File: src/rtl/acs_pkg.sv
// acs_pkg: shared types and constants of the annex b codec sniffer
package acs_pkg;

  // codec codes as reported on the result word
  typedef enum logic [1:0] {
    CODEC_AVC  = 2'd0,
    CODEC_HEVC = 2'd1,
    CODEC_NONE = 2'd2
  } codec_t;

  // register and queue defaults
  localparam logic [7:0] NAL_LIMIT_RESET = 8'd100;
  localparam int         QUEUE_DEPTH     = 2;

  // start code bytes
  localparam logic [7:0] SC_ZERO = 8'h00;
  localparam logic [7:0] SC_ONE  = 8'h01;

  // avc nal unit types that settle the codec
  localparam logic [4:0] AVC_IDR = 5'd5;
  localparam logic [4:0] AVC_SPS = 5'd7;
  localparam logic [4:0] AVC_PPS = 5'd8;
  localparam logic [4:0] AVC_AUD = 5'd9;

  // hevc nal unit types that settle the codec
  localparam logic [5:0] HEVC_IDR_W_RADL = 6'd19;
  localparam logic [5:0] HEVC_IDR_N_LP   = 6'd20;
  localparam logic [5:0] HEVC_VPS        = 6'd32;
  localparam logic [5:0] HEVC_SPS        = 6'd33;
  localparam logic [5:0] HEVC_PPS        = 6'd34;
  localparam logic [5:0] HEVC_AUD        = 6'd35;

  // classified stream byte passed from front to back
  typedef struct packed {
    logic [7:0] data;
    logic       last;
    logic       is_zero;
    logic       is_one;
    logic       avc_hit;
    logic       hevc_hit;
  } word_t;

endpackage

File: src/rtl/annexb_codec_sniffer.sv
// annexb_codec_sniffer: top level of the annex b start code and nal header sniffer
//
// Input channel in_valid/in_ready carries one stream byte per word (in_byte)
// with last_byte marking the final byte of a buffer. For each buffer one
// result word leaves on out_valid/out_ready after its last byte: codec,
// nal_seen, limit_hit, info_valid and the first nal header fields.
// The cfg_valid/cfg_ready port writes nal_limit (reset 100); cfg_ready is
// always high, and writes are meant only while the block is idle.
// A byte passes the classifier into a two-entry queue and is scanned as it
// leaves the queue; the result register loads at the edge that pops the
// last byte. Throughput is one byte per cycle while the queue has room
// and no held result blocks a last byte.
// When the receiver stalls, the held result blocks only the next last byte;
// ordinary bytes keep flowing until the queue fills, then in_ready drops.
// Reset empties the queue, drops any pending result, clears the scan state
// and restores nal_limit to 100. After each result the scanner restarts
// for the next buffer.
module annexb_codec_sniffer #(
  parameter int QUEUE_DEPTH = acs_pkg::QUEUE_DEPTH
) (
  input  logic       clk,
  input  logic       rst,
  input  logic       in_valid,
  output logic       in_ready,
  input  logic [7:0] in_byte,
  input  logic       last_byte,
  output logic       out_valid,
  input  logic       out_ready,
  output logic [1:0] codec,
  output logic [7:0] nal_seen,
  output logic       limit_hit,
  output logic       info_valid,
  output logic [1:0] ref_idc,
  output logic [5:0] layer_id,
  output logic [2:0] temporal_id_plus1,
  input  logic       cfg_valid,
  output logic       cfg_ready,
  input  logic [7:0] cfg_data
);

  logic [7:0]     nal_limit;
  logic           push_valid;
  logic           push_ready;
  acs_pkg::word_t push_word;
  logic           pop_valid;
  logic           pop_ready;
  acs_pkg::word_t pop_word;

  // limit register
  assign cfg_ready = 1'b1;

  always_ff @(posedge clk) begin
    if (rst) begin
      nal_limit <= acs_pkg::NAL_LIMIT_RESET;
    end else if (cfg_valid && cfg_ready) begin
      nal_limit <= cfg_data;
    end
  end

  // byte classifier
  acs_front u_front (
    .in_valid   (in_valid),
    .in_ready   (in_ready),
    .in_byte    (in_byte),
    .last_byte  (last_byte),
    .push_valid (push_valid),
    .push_ready (push_ready),
    .push_word  (push_word)
  );

  // decoupling queue
  acs_queue #(
    .DEPTH (QUEUE_DEPTH)
  ) u_queue (
    .clk        (clk),
    .rst        (rst),
    .push_valid (push_valid),
    .push_ready (push_ready),
    .push_word  (push_word),
    .pop_valid  (pop_valid),
    .pop_ready  (pop_ready),
    .pop_word   (pop_word)
  );

  // scanner and result register
  acs_back u_back (
    .clk               (clk),
    .rst               (rst),
    .nal_limit         (nal_limit),
    .pop_valid         (pop_valid),
    .pop_ready         (pop_ready),
    .pop_word          (pop_word),
    .out_valid         (out_valid),
    .out_ready         (out_ready),
    .codec             (codec),
    .nal_seen          (nal_seen),
    .limit_hit         (limit_hit),
    .info_valid        (info_valid),
    .ref_idc           (ref_idc),
    .layer_id          (layer_id),
    .temporal_id_plus1 (temporal_id_plus1)
  );

endmodule

File: src/rtl/acs_front.sv
// acs_front: accepts stream bytes and classifies them for the scanner
module acs_front (
  input  logic           in_valid,
  output logic           in_ready,
  input  logic [7:0]     in_byte,
  input  logic           last_byte,
  output logic           push_valid,
  input  logic           push_ready,
  output acs_pkg::word_t push_word
);

  logic [4:0] avc_type;
  logic [5:0] hevc_type;

  // nal type fields as both codecs would read the byte
  assign avc_type  = in_byte[4:0];
  assign hevc_type = in_byte[6:1];

  // classification of the incoming word
  always_comb begin
    push_word.data     = in_byte;
    push_word.last     = last_byte;
    push_word.is_zero  = (in_byte == acs_pkg::SC_ZERO);
    push_word.is_one   = (in_byte == acs_pkg::SC_ONE);
    push_word.avc_hit  = (avc_type == acs_pkg::AVC_SPS) || (avc_type == acs_pkg::AVC_PPS) ||
                         (avc_type == acs_pkg::AVC_IDR) || (avc_type == acs_pkg::AVC_AUD);
    push_word.hevc_hit = (hevc_type == acs_pkg::HEVC_VPS) ||
                         (hevc_type == acs_pkg::HEVC_SPS) ||
                         (hevc_type == acs_pkg::HEVC_PPS) ||
                         (hevc_type == acs_pkg::HEVC_AUD) ||
                         (hevc_type == acs_pkg::HEVC_IDR_W_RADL) ||
                         (hevc_type == acs_pkg::HEVC_IDR_N_LP);
  end

  // handshake passes straight to the queue
  assign push_valid = in_valid;
  assign in_ready   = push_ready;

endmodule

File: src/rtl/acs_queue.sv
// acs_queue: short fifo of classified words between front and back
module acs_queue #(
  parameter int DEPTH = acs_pkg::QUEUE_DEPTH
) (
  input  logic           clk,
  input  logic           rst,
  input  logic           push_valid,
  output logic           push_ready,
  input  acs_pkg::word_t push_word,
  output logic           pop_valid,
  input  logic           pop_ready,
  output acs_pkg::word_t pop_word
);

  localparam int PTR_W = (DEPTH > 1) ? $clog2(DEPTH) : 1;
  localparam int CNT_W = $clog2(DEPTH + 1);
  localparam logic [PTR_W-1:0] LAST_PTR = PTR_W'(DEPTH - 1);
  localparam logic [CNT_W-1:0] FULL_CNT = CNT_W'(DEPTH);

  acs_pkg::word_t   mem [DEPTH];
  logic [PTR_W-1:0] wr_ptr;
  logic [PTR_W-1:0] rd_ptr;
  logic [CNT_W-1:0] count;
  logic             push;
  logic             pop;

  assign push_ready = (count != FULL_CNT);
  assign pop_valid  = (count != '0);
  assign pop_word   = mem[rd_ptr];
  assign push       = push_valid && push_ready;
  assign pop        = pop_valid && pop_ready;

  // storage
  always_ff @(posedge clk) begin
    if (push) begin
      mem[wr_ptr] <= push_word;
    end
  end

  // pointers and fill level
  always_ff @(posedge clk) begin
    if (rst) begin
      wr_ptr <= '0;
      rd_ptr <= '0;
      count  <= '0;
    end else begin
      if (push) begin
        wr_ptr <= (wr_ptr == LAST_PTR) ? '0 : wr_ptr + 1'b1;
      end
      if (pop) begin
        rd_ptr <= (rd_ptr == LAST_PTR) ? '0 : rd_ptr + 1'b1;
      end
      if (push && !pop) begin
        count <= count + 1'b1;
      end else if (pop && !push) begin
        count <= count - 1'b1;
      end
    end
  end

endmodule

File: src/rtl/acs_back.sv
// acs_back: start code scanner, codec decision and result register
module acs_back (
  input  logic           clk,
  input  logic           rst,
  input  logic [7:0]     nal_limit,
  input  logic           pop_valid,
  output logic           pop_ready,
  input  acs_pkg::word_t pop_word,
  output logic           out_valid,
  input  logic           out_ready,
  output logic [1:0]     codec,
  output logic [7:0]     nal_seen,
  output logic           limit_hit,
  output logic           info_valid,
  output logic [1:0]     ref_idc,
  output logic [5:0]     layer_id,
  output logic [2:0]     temporal_id_plus1
);

  typedef enum logic [1:0] {
    PH_NONE  = 2'd0,
    PH_FIRST = 2'd1,
    PH_BOTH  = 2'd2
  } phase_t;

  // scan state
  logic             [1:0] zero_run;
  logic                   header_next;
  logic             [7:0] header_count;
  logic                   scan_done;
  acs_pkg::codec_t        decided_codec;
  logic             [7:0] first_header;
  logic             [7:0] second_header;
  phase_t                 first_phase;

  // next values after the current word
  logic             [1:0] zero_run_next;
  logic                   header_next_next;
  logic             [7:0] header_count_next;
  logic                   scan_done_next;
  acs_pkg::codec_t        decided_codec_next;
  logic             [7:0] first_header_next;
  logic             [7:0] second_header_next;
  phase_t                 first_phase_next;

  // result built from the next values
  acs_pkg::codec_t        res_codec;
  logic                   res_limit;
  logic                   res_info;
  logic             [1:0] res_ridc;
  logic             [5:0] res_lid;
  logic             [2:0] res_tid;

  logic                   pop;

  // a last word needs a free result register, other words go through
  assign pop_ready = !pop_word.last || !out_valid || out_ready;
  assign pop       = pop_valid && pop_ready;

  // scanner update for one word
  always_comb begin
    zero_run_next      = zero_run;
    header_next_next   = header_next;
    header_count_next  = header_count;
    scan_done_next     = scan_done;
    decided_codec_next = decided_codec;
    first_header_next  = first_header;
    second_header_next = second_header;
    first_phase_next   = first_phase;

    // byte after the first header is kept even once decided
    if (first_phase == PH_FIRST) begin
      second_header_next = pop_word.data;
      first_phase_next   = PH_BOTH;
    end

    if (!scan_done) begin
      if (header_next) begin
        header_next_next  = 1'b0;
        zero_run_next     = 2'd0;
        header_count_next = header_count + 8'd1;
        if (first_phase == PH_NONE) begin
          first_header_next = pop_word.data;
          first_phase_next  = PH_FIRST;
        end
        if (pop_word.avc_hit) begin
          decided_codec_next = acs_pkg::CODEC_AVC;
          scan_done_next     = 1'b1;
        end else if (pop_word.hevc_hit) begin
          decided_codec_next = acs_pkg::CODEC_HEVC;
          scan_done_next     = 1'b1;
        end else if (header_count_next >= nal_limit) begin
          scan_done_next = 1'b1;
        end
      end else if ((zero_run == 2'd2) && pop_word.is_one) begin
        header_next_next = 1'b1;
        zero_run_next    = 2'd0;
      end else if (pop_word.is_zero) begin
        if (zero_run != 2'd2) begin
          zero_run_next = zero_run + 2'd1;
        end
      end else begin
        zero_run_next = 2'd0;
      end
    end
  end

  // result fields
  always_comb begin
    res_codec = scan_done_next ? decided_codec_next : acs_pkg::CODEC_NONE;
    res_limit = scan_done_next && (decided_codec_next == acs_pkg::CODEC_NONE);
    res_info  = 1'b0;
    res_ridc  = 2'd0;
    res_lid   = 6'd0;
    res_tid   = 3'd0;
    if ((res_codec == acs_pkg::CODEC_AVC) && (first_phase_next != PH_NONE)) begin
      res_info = 1'b1;
      res_ridc = first_header_next[6:5];
    end else if ((res_codec == acs_pkg::CODEC_HEVC) && (first_phase_next == PH_BOTH)) begin
      res_info = 1'b1;
      res_lid  = {first_header_next[0], second_header_next[7:3]};
      res_tid  = second_header_next[2:0];
    end
  end

  // scan state and result register
  always_ff @(posedge clk) begin
    if (rst) begin
      zero_run      <= 2'd0;
      header_next   <= 1'b0;
      header_count  <= 8'd0;
      scan_done     <= 1'b0;
      decided_codec <= acs_pkg::CODEC_NONE;
      first_header  <= 8'd0;
      second_header <= 8'd0;
      first_phase   <= PH_NONE;
      out_valid     <= 1'b0;
    end else begin
      if (out_valid && out_ready) begin
        out_valid <= 1'b0;
      end
      if (pop) begin
        if (pop_word.last) begin
          // result out, scanner back to its start
          out_valid         <= 1'b1;
          codec             <= res_codec;
          nal_seen          <= header_count_next;
          limit_hit         <= res_limit;
          info_valid        <= res_info;
          ref_idc           <= res_ridc;
          layer_id          <= res_lid;
          temporal_id_plus1 <= res_tid;
          zero_run          <= 2'd0;
          header_next       <= 1'b0;
          header_count      <= 8'd0;
          scan_done         <= 1'b0;
          decided_codec     <= acs_pkg::CODEC_NONE;
          first_header      <= 8'd0;
          second_header     <= 8'd0;
          first_phase       <= PH_NONE;
        end else begin
          zero_run      <= zero_run_next;
          header_next   <= header_next_next;
          header_count  <= header_count_next;
          scan_done     <= scan_done_next;
          decided_codec <= decided_codec_next;
          first_header  <= first_header_next;
          second_header <= second_header_next;
          first_phase   <= first_phase_next;
        end
      end
    end
  end

`ifndef SYNTHESIS
  // zero run saturates at two
  assert property (@(posedge clk) disable iff (rst) zero_run != 2'd3)
    else $error("zero run above saturation");

  // a pending header never coexists with a finished scan
  assert property (@(posedge clk) disable iff (rst) scan_done |-> !header_next)
    else $error("header pending after decision");

  // an unrecognized result carries no header info
  assert property (@(posedge clk) disable iff (rst)
    out_valid && (codec == acs_pkg::CODEC_NONE) |-> !info_valid)
    else $error("info on unrecognized result");

  // limit only reported without a codec
  assert property (@(posedge clk) disable iff (rst)
    out_valid && limit_hit |-> (codec == acs_pkg::CODEC_NONE))
    else $error("limit hit with decided codec");

  // a consumed last word always shows a result next cycle
  assert property (@(posedge clk) disable iff (rst)
    pop && pop_word.last |=> out_valid && (first_phase == PH_NONE))
    else $error("last word left no result");
`endif

endmodule
File: config.mk
export PLATFORM = sky130hd
export DESIGN_NAME = annexb_codec_sniffer
export DESIGN_NICKNAME = d
export VERILOG_FILES = /design/src/rtl/acs_pkg.sv /design/src/rtl/annexb_codec_sniffer.sv /design/src/rtl/acs_front.sv /design/src/rtl/acs_queue.sv /design/src/rtl/acs_back.sv
export SDC_FILE = /design/constraint.sdc
export NUM_CORES = 1
export LEC_CHECK = 0
export BUFFER_PORTS_ARGS = -buffer_cell sky130_fd_sc_hd__buf_2
export CAP_MARGIN = 20
export CORE_UTILIZATION = 45
export CTS_CLUSTER_DIAMETER = 40
export CTS_CLUSTER_SIZE = 14
export DETAILED_ROUTE_END_ITERATION = 8
export HOLD_SLACK_MARGIN = 0.03
export PLACE_DENSITY = 0.65
export SYNTH_ARGS = -nofsm -noshare
export SYNTH_HDL_FRONTEND = slang
export SYNTH_SLANG_ARGS = --single-unit
File: constraint.sdc
create_clock -name clk -period 6.8 [get_ports clk]
set_input_delay 1.02 -clock clk [delete_from_list [all_inputs] [get_ports clk]]
set_output_delay 1.02 -clock clk [all_outputs]
set_load 0.005 [all_outputs]
; ---- Word level (Yosys, flattened, before mapping)
; Memory sizes are Yosys's and may differ from the RTL's. A register that Yosys moved wholly into a read port is not among the register bits.
; Cells that the tools add are included.
[word_totals]
ff_bits = 63
ram_bits = 26
inputBits = 22
output_inout_bits = 26
wordCells = 131
mem_count = 1
[mem_list]
columns = name, depth, word_bits, read_ports, rd_ports_with_merged_regs, write_ports, line
row1 = u_queue.mem, 2, 13, 1, 1, 1, acs_queue.sv:20  ; acs_pkg::word_t mem [DEPTH];
[classes]
add_sub_neg = 6
n_lt_le_gt_ge = 1
n_eq_ne = 20
muxes = 48
bitwise_logic = 2
reduce_logical = 33
[ops]
columns = op, count
row1 = 8-bit two-way mux, 5
row2 = 2-bit two-way mux, 19
row3 = 7-bit two-way mux, 4
row4 = "6-bit == test, second input constant", 4
row5 = 1-bit two-way mux, 20
row6 = "6-bit by 5-bit == test with 1-bit output, second input constant", 2
row7 = "5-bit by 3-bit == test with 1-bit output, second input constant", 2
row8 = "5-bit by 4-bit == test with 1-bit output, second input constant", 2
row9 = 1-bit logical OR, 10
row10 = 1-bit logical AND, 9
row11 = "8-bit by 1-bit adder with 8-bit output, second input constant", 1
row12 = "8-bit by 1-bit == test with 1-bit output, second input constant", 1
row13 = 8-bit greater-or-equal comparator, 1
row14 = 8-bit zero test, 1
row15 = "2-bit == test, second input constant", 3
row16 = 3-bit AND reduction, 2
row17 = 2-bit nonzero test, 3
row18 = "5-bit by 1-bit != test with 1-bit output, second input constant", 1
row19 = "2-bit by 1-bit adder with 2-bit output, second input constant", 2
row20 = "2-bit by 1-bit == test with 1-bit output, second input constant", 2
row21 = 1-bit zero test, 4
row22 = 2-bit zero test, 2
row23 = "2-bit != test, second input constant", 2
row24 = "1-bit adder, second input constant", 2
row25 = 5 further kinds, 6

; ---- Longest topological paths before layout
[depth]
ltp_word = 12
mapped_depth = 12
depth_no_buf = 10

; ---- Modules after synthesis
; Synthesis repeated with hierarchy kept, for this count alone.
[hier_totals]
hier_cells = 396
hier_area_um2 = 4360.4
[by_module_without_submodules]
columns = module, instances, cells_per_inst, area_per_inst_um2, seq_area_each_um2
row1 = acs_back, 1, 280, 2732.6, 1251.2
row2 = acs_queue, 1, 64, 1162.4, 880.8
row3 = annexb_codec_sniffer, 1, 28, 306.5, 160.2
row4 = acs_front, 1, 24, 158.9, 0.0

; ---- Worst setup path after synthesis
; Ideal clock, no wire load.
[synth_timing]
kind = input-to-reg
start = input out_ready
end = register u_back.codec[0], enable pin
setup_ps = 432
t_arrival_ps = 3043
required_ps = 6368
setup_slack_ps = 3325
cell_stages = 4
path_buffers = 1
path_cell_list = nand2b_1 > o21ai_1 > clkbuf_1 > nor3_1
[synth_via]
elab_chain_len = 3
[synth_rtl]
columns = element, line
row1 = "start, declared", annexb_codec_sniffer.sv:28  ; input logic out_ready,
row2 = 1-bit logical OR, acs_back.sv:57  ; assign pop_ready = !pop_word.last || !out_valid || out_ready;
row3 = 1-bit logical AND, acs_back.sv:58  ; assign pop = pop_valid && pop_ready;
row4 = 3-bit AND reduction (no source line), n/a
row5 = "end signal, assigned", acs_back.sv:146  ; codec <= res_codec;
row6 = "end, declared", acs_back.sv:11  ; output logic [1:0] codec,
; Every way passes these cells.
; A chain may end at the register's enable or synchronous reset.

; ---- Final worst setup path
[layout_timing]
start = register u_back.header_count[0]
end = register u_back.layer_id[3], data pin
[layout_via]
elab_chain_len = 12
elab_cells_between_ends = 14
cone_classes = add/sub: 1 / order compare: 1 / eq/ne: 1 / mux: 6 / bitwise: 1 / reduce/logical: 4
[layout_rtl]
columns = element, line
row1 = "start, declared", acs_back.sv:29  ; logic [7:0] header_count;
row2 = "start signal, assigned", acs_back.sv:164  ; header_count <= header_count_next;
row3 = 8-bit by 1-bit adder with 8-bit output (*), acs_back.sv:81  ; header_count_next = header_count + 8'd1;
row4 = 8-bit greater-or-equal comparator (*), acs_back.sv:92  ; end else if (header_count_next >= nal_limit) begin
row5 = 1-bit two-way mux (*), acs_back.sv:92
row6 = 1-bit two-way mux (*), acs_back.sv:89  ; end else if (pop_word.hevc_hit) begin
row7 = 1-bit two-way mux (*), acs_back.sv:86  ; if (pop_word.avc_hit) begin
row8 = 1-bit two-way mux (*), acs_back.sv:78  ; if (header_next) begin
row9 = 1-bit two-way mux (*), acs_back.sv:77  ; if (!scan_done) begin
row10 = 2-bit two-way mux (*), acs_back.sv:110  ; res_codec = scan_done_next ? decided_codec_next : acs_pkg::CODEC_NONE;
row11 = 2-bit by 1-bit == test with 1-bit output, acs_back.sv:119  ; end else if ((res_codec == acs_pkg::CODEC_HEVC) && (first_phase_next == PH_BOTH)) begin
row12 = 1-bit logical AND, acs_back.sv:119
row13 = 1-bit inverter (no source line), n/a
row14 = 2-bit OR reduction (no source line) (*), n/a
row15 = "end signal, assigned", acs_back.sv:151  ; layer_id <= res_lid;
row16 = "end, declared", acs_back.sv:16  ; output logic [5:0] layer_id,
; Every way passes the cells marked *; elsewhere a longest branch is shown, timed or not.

==> run_results.csv <==
group,metric,value,unit
synth,synth_cell_types,51,
cells_and_area,syn2layout_area_growth,11.67,%
cts,clk_latency,0.36,ns
setup_path,crit_type,"reg -> reg",
synth,synth_top_area_share,35.64,%
cells_and_area,n_fill_cell,794,
timing,clock_skew,0.01405,ns
cts,clock-sinks,90,
run_status,status,"finished, violations left",
global_routing,top_usage_layer,"met2",
timing,fmax,0.3233,GHz
power,p_clk_share,27.5,%
global_routing,grt_max_degree,35,
timing,fin_crit,3.093,ns
drt,vias,2909,
timing,setup_tns,0,ns
timing,setup_viol,0,
timing,worst_slew_pin_slew,1.033,ns
drt,drcViolationCount,14,
drt,final_antenna_net_count,0,
cells_and_area,finalInstanceArea,0.004611,mm²
setup_path,worstPathRequired,6.86,ns
synth,synth.cell_area,0.004129,mm²
synth,synth_edf_count,49,
setup_path,reg2reg_slack,3.71,ns
cts,cts.clk_slew.worst_paths,0.09,ns
floorplanning,core,0.008806,mm²
placement,placed_area,0.004413,mm²
power,p_leak,0.001755,µW
synth,synth.avg_cell_area,10.56,µm²
power,seqPwrFrac,52.1,%
global_routing,grt_use_total,18.78,%
synth,syn-num-nets,428,
cts,cts_tree,"yes",
placement,hpwl,5529,µm
cts,hold_buffers,0,
floorplanning,rows,34,
global_routing,antenna_found_initial,0,
power,p_int,874.6,µW
global_routing,grt_util_met3,3.364,%
hold_path,hold_class,"reg -> reg",
global_routing,grt_pass1_vias,2903,
cts,cts_post_setup_buffers_inserted,0,
global_routing,grt_pass1_wl,13910,µm
drt,dr.pass1.iters,7,
timing,rsz0062_at_grt,"false",
setup_path,worstPathMaxFanout,13,
power,power_density,276.8,mW/mm²
synth,synthTopCellsByCount,"edfxtp_1 (49), nor2_1 (42), dfxtp_1 (41)",
cells_and_area,finalNetCount,464,
synth,ys_dominant_reg_cell,"edfxtp_1",
cts,cts-root-buf,"clkbuf_8",
synth,yosysWarningCount,0,
timing,maxSlewViolCount,0,
cts,cts_buffers,9,
drt,vias_per_cell,5.387,
timing,hold_violations,0,
setup_path,critPathArrivalTime,3.16,ns
cells_and_area,antenna_cells,0,
cts,cts_resized,0,
cts,cts.path.max_buffers,2,
setup_path,endpoint_kind,"register",
drt,wire_per_inst,15.03,µm
power,power_frac_comb,20.4,%
synth,synth_top_area_cell,"edfxtp_1",
power,switchingPower,401.5,µW
floorplanning,dieHeight,97.79,µm
floorplanning,ios,48,
floorplanning,die_w,97.79,µm
timing,slew_headroom,30.65,%
synth,synthCells,391,
run_status,violations,"DRC",
synth,synth.area.top_cells,"edfxtp_1 (36%), dfxtp_1 (20%), ha_1 (4.5%)",
run,cap_violations,0,
global_routing,met1_usage,23.69,%
global_routing,grt_util_met2,31.53,%
floorplanning,initial_utilization,46.89,%
cts,htree_levels,3,
synth,async_flop_share,0,%
timing,fin_crit_sh,45.48,%
cells_and_area,drive_gt1_share,17.36,%
power,swShare,31.46,%
global_routing,gr-total-overflow,0,
synth,ys_seq_elements,90,
floorplanning,dieArea,0.009563,mm²
synth,yosysMostFrequentCell,"edfxtp_1",
setup_path,startpoint_type,"register",
power,max-vdd-ir-drop,0.1741,mV
placement,gp_congestion,0.8817,
drt,routed_wirelength,8117,µm
synth,ys_seq_area_share,55.52,%
placement,port-buffer-count,46,
drt,drt_iter0_markers,143,
==> per-layer routing <==
metal,routed length (µm),vias up
li1,-,1456
met1,3717,1364
met2,3876,73
met3,347,16
met4,176,0
met5,0,-
==> registers in the layout, indices dropped and copies added, names as in the netlist, 2 cells and up, named ones only <==
register and flops:
nal_limit 8, u_back.codec 2, u_back.decided_codec 2, u_back.first_header 3, u_back.first_phase 2, u_back.header_count 8, u_back.layer_id 6, u_back.nal_seen 8
u_back.ref_idc 2, u_back.second_header 8, u_back.temporal_id_plus1 3, u_back.zero_run 2, u_queue.count 2, u_queue.mem 26
==> area by class of cell <==
type / instances / area (µm²) / area share [%]
inverter: 19 / 71.32 / 1.547
clock buffer: 11 / 152.6 / 3.311
timing repair buffer: 49 / 252.7 / 5.482
clock inverter: 5 / 37.54 / 0.8141
sequential: 90 / 2292 / 49.72
tap: 108 / 135.1 / 2.931
multi-input combinational: 258 / 1669 / 36.20
==> final timing paths <==
path,to,cells after the start,startpoint
worst max-delay path,u_back.layer_id[3],10,u_back.header_count[0]
worst min-delay path,u_back.decided_codec[1],2,u_back.decided_codec[1]
worst max register to register,u_back.layer_id[3],10,u_back.header_count[0]
worst min register to register,u_back.decided_codec[1],2,u_back.decided_codec[1]
==> through the flow <==
stage | cells | hold WS, ns | total power, µW | util (%) | worst slack [ns]
2_1_floorplan | 391 | 0.4306 | 862.0 | - | 3.325
3_3_place_gp | 523 | 0.4408 | 934.5 | 50.11 | 3.827
3_5_place_dp | 523 | 0.4545 | 939.4 | 50.11 | 3.724
4_1_cts | 539 | 0.4759 | 1288 | 52.27 | 3.708
5_1_grt | 540 | 0.5069 | 1346 | 52.36 | 3.410
6_report | 540 | 0.4751 | 1276 | 52.36 | 3.707
==> power groups by stage <==
stage	sequential [µW]	combinational [µW]	clock, µW
floorplan	657	205	0
global placement	678	257	0
detailed placement	679	260	0
CTS	667	262	359
global route	673	292	382
finish	665	261	350
==> cell usage in the layout (no fill, tap or decap), types with 15 or more instances in the layout <==
master and count:
nand3_1 18, nand2_1 33, dfxtp_1 41, edfxtp_1 49
mux2i_1 18, buf_2 46, a21oi_1 19, nor2_1 42
inv_1 18, ha_1 15
==> critical path: stages (launching register included) <==
cell and delay (ns):
dfxtp_1 0.44, nand3_1 0.20, nor2_1 0.21, nand3_1 0.11
xnor2_1 0.16, ha_1 0.30, a21o_1 0.16, a21oi_1 0.12
o21ai_0 0.11, o21ai_1 0.83, a2111oi_0 0.17
==> logic make-up (layout without fill, tap and decap cells) <==
group                    after synthesis  after routing  synth area share, %
other                                  1              1              0.09082
XOR/XNOR                              17             17                3.606
AND/OR/NAND/NOR                      134            134                15.49
multiplexers                          23             23                6.000
adder cells (fa/ha/maj)               15             15                4.545
buffers and inverters                 43             84                4.273
AO/OA/AOI/OAI                         68             68                10.49
flip-flops                            90             90                55.52
(Power assumes the default switching activity.)
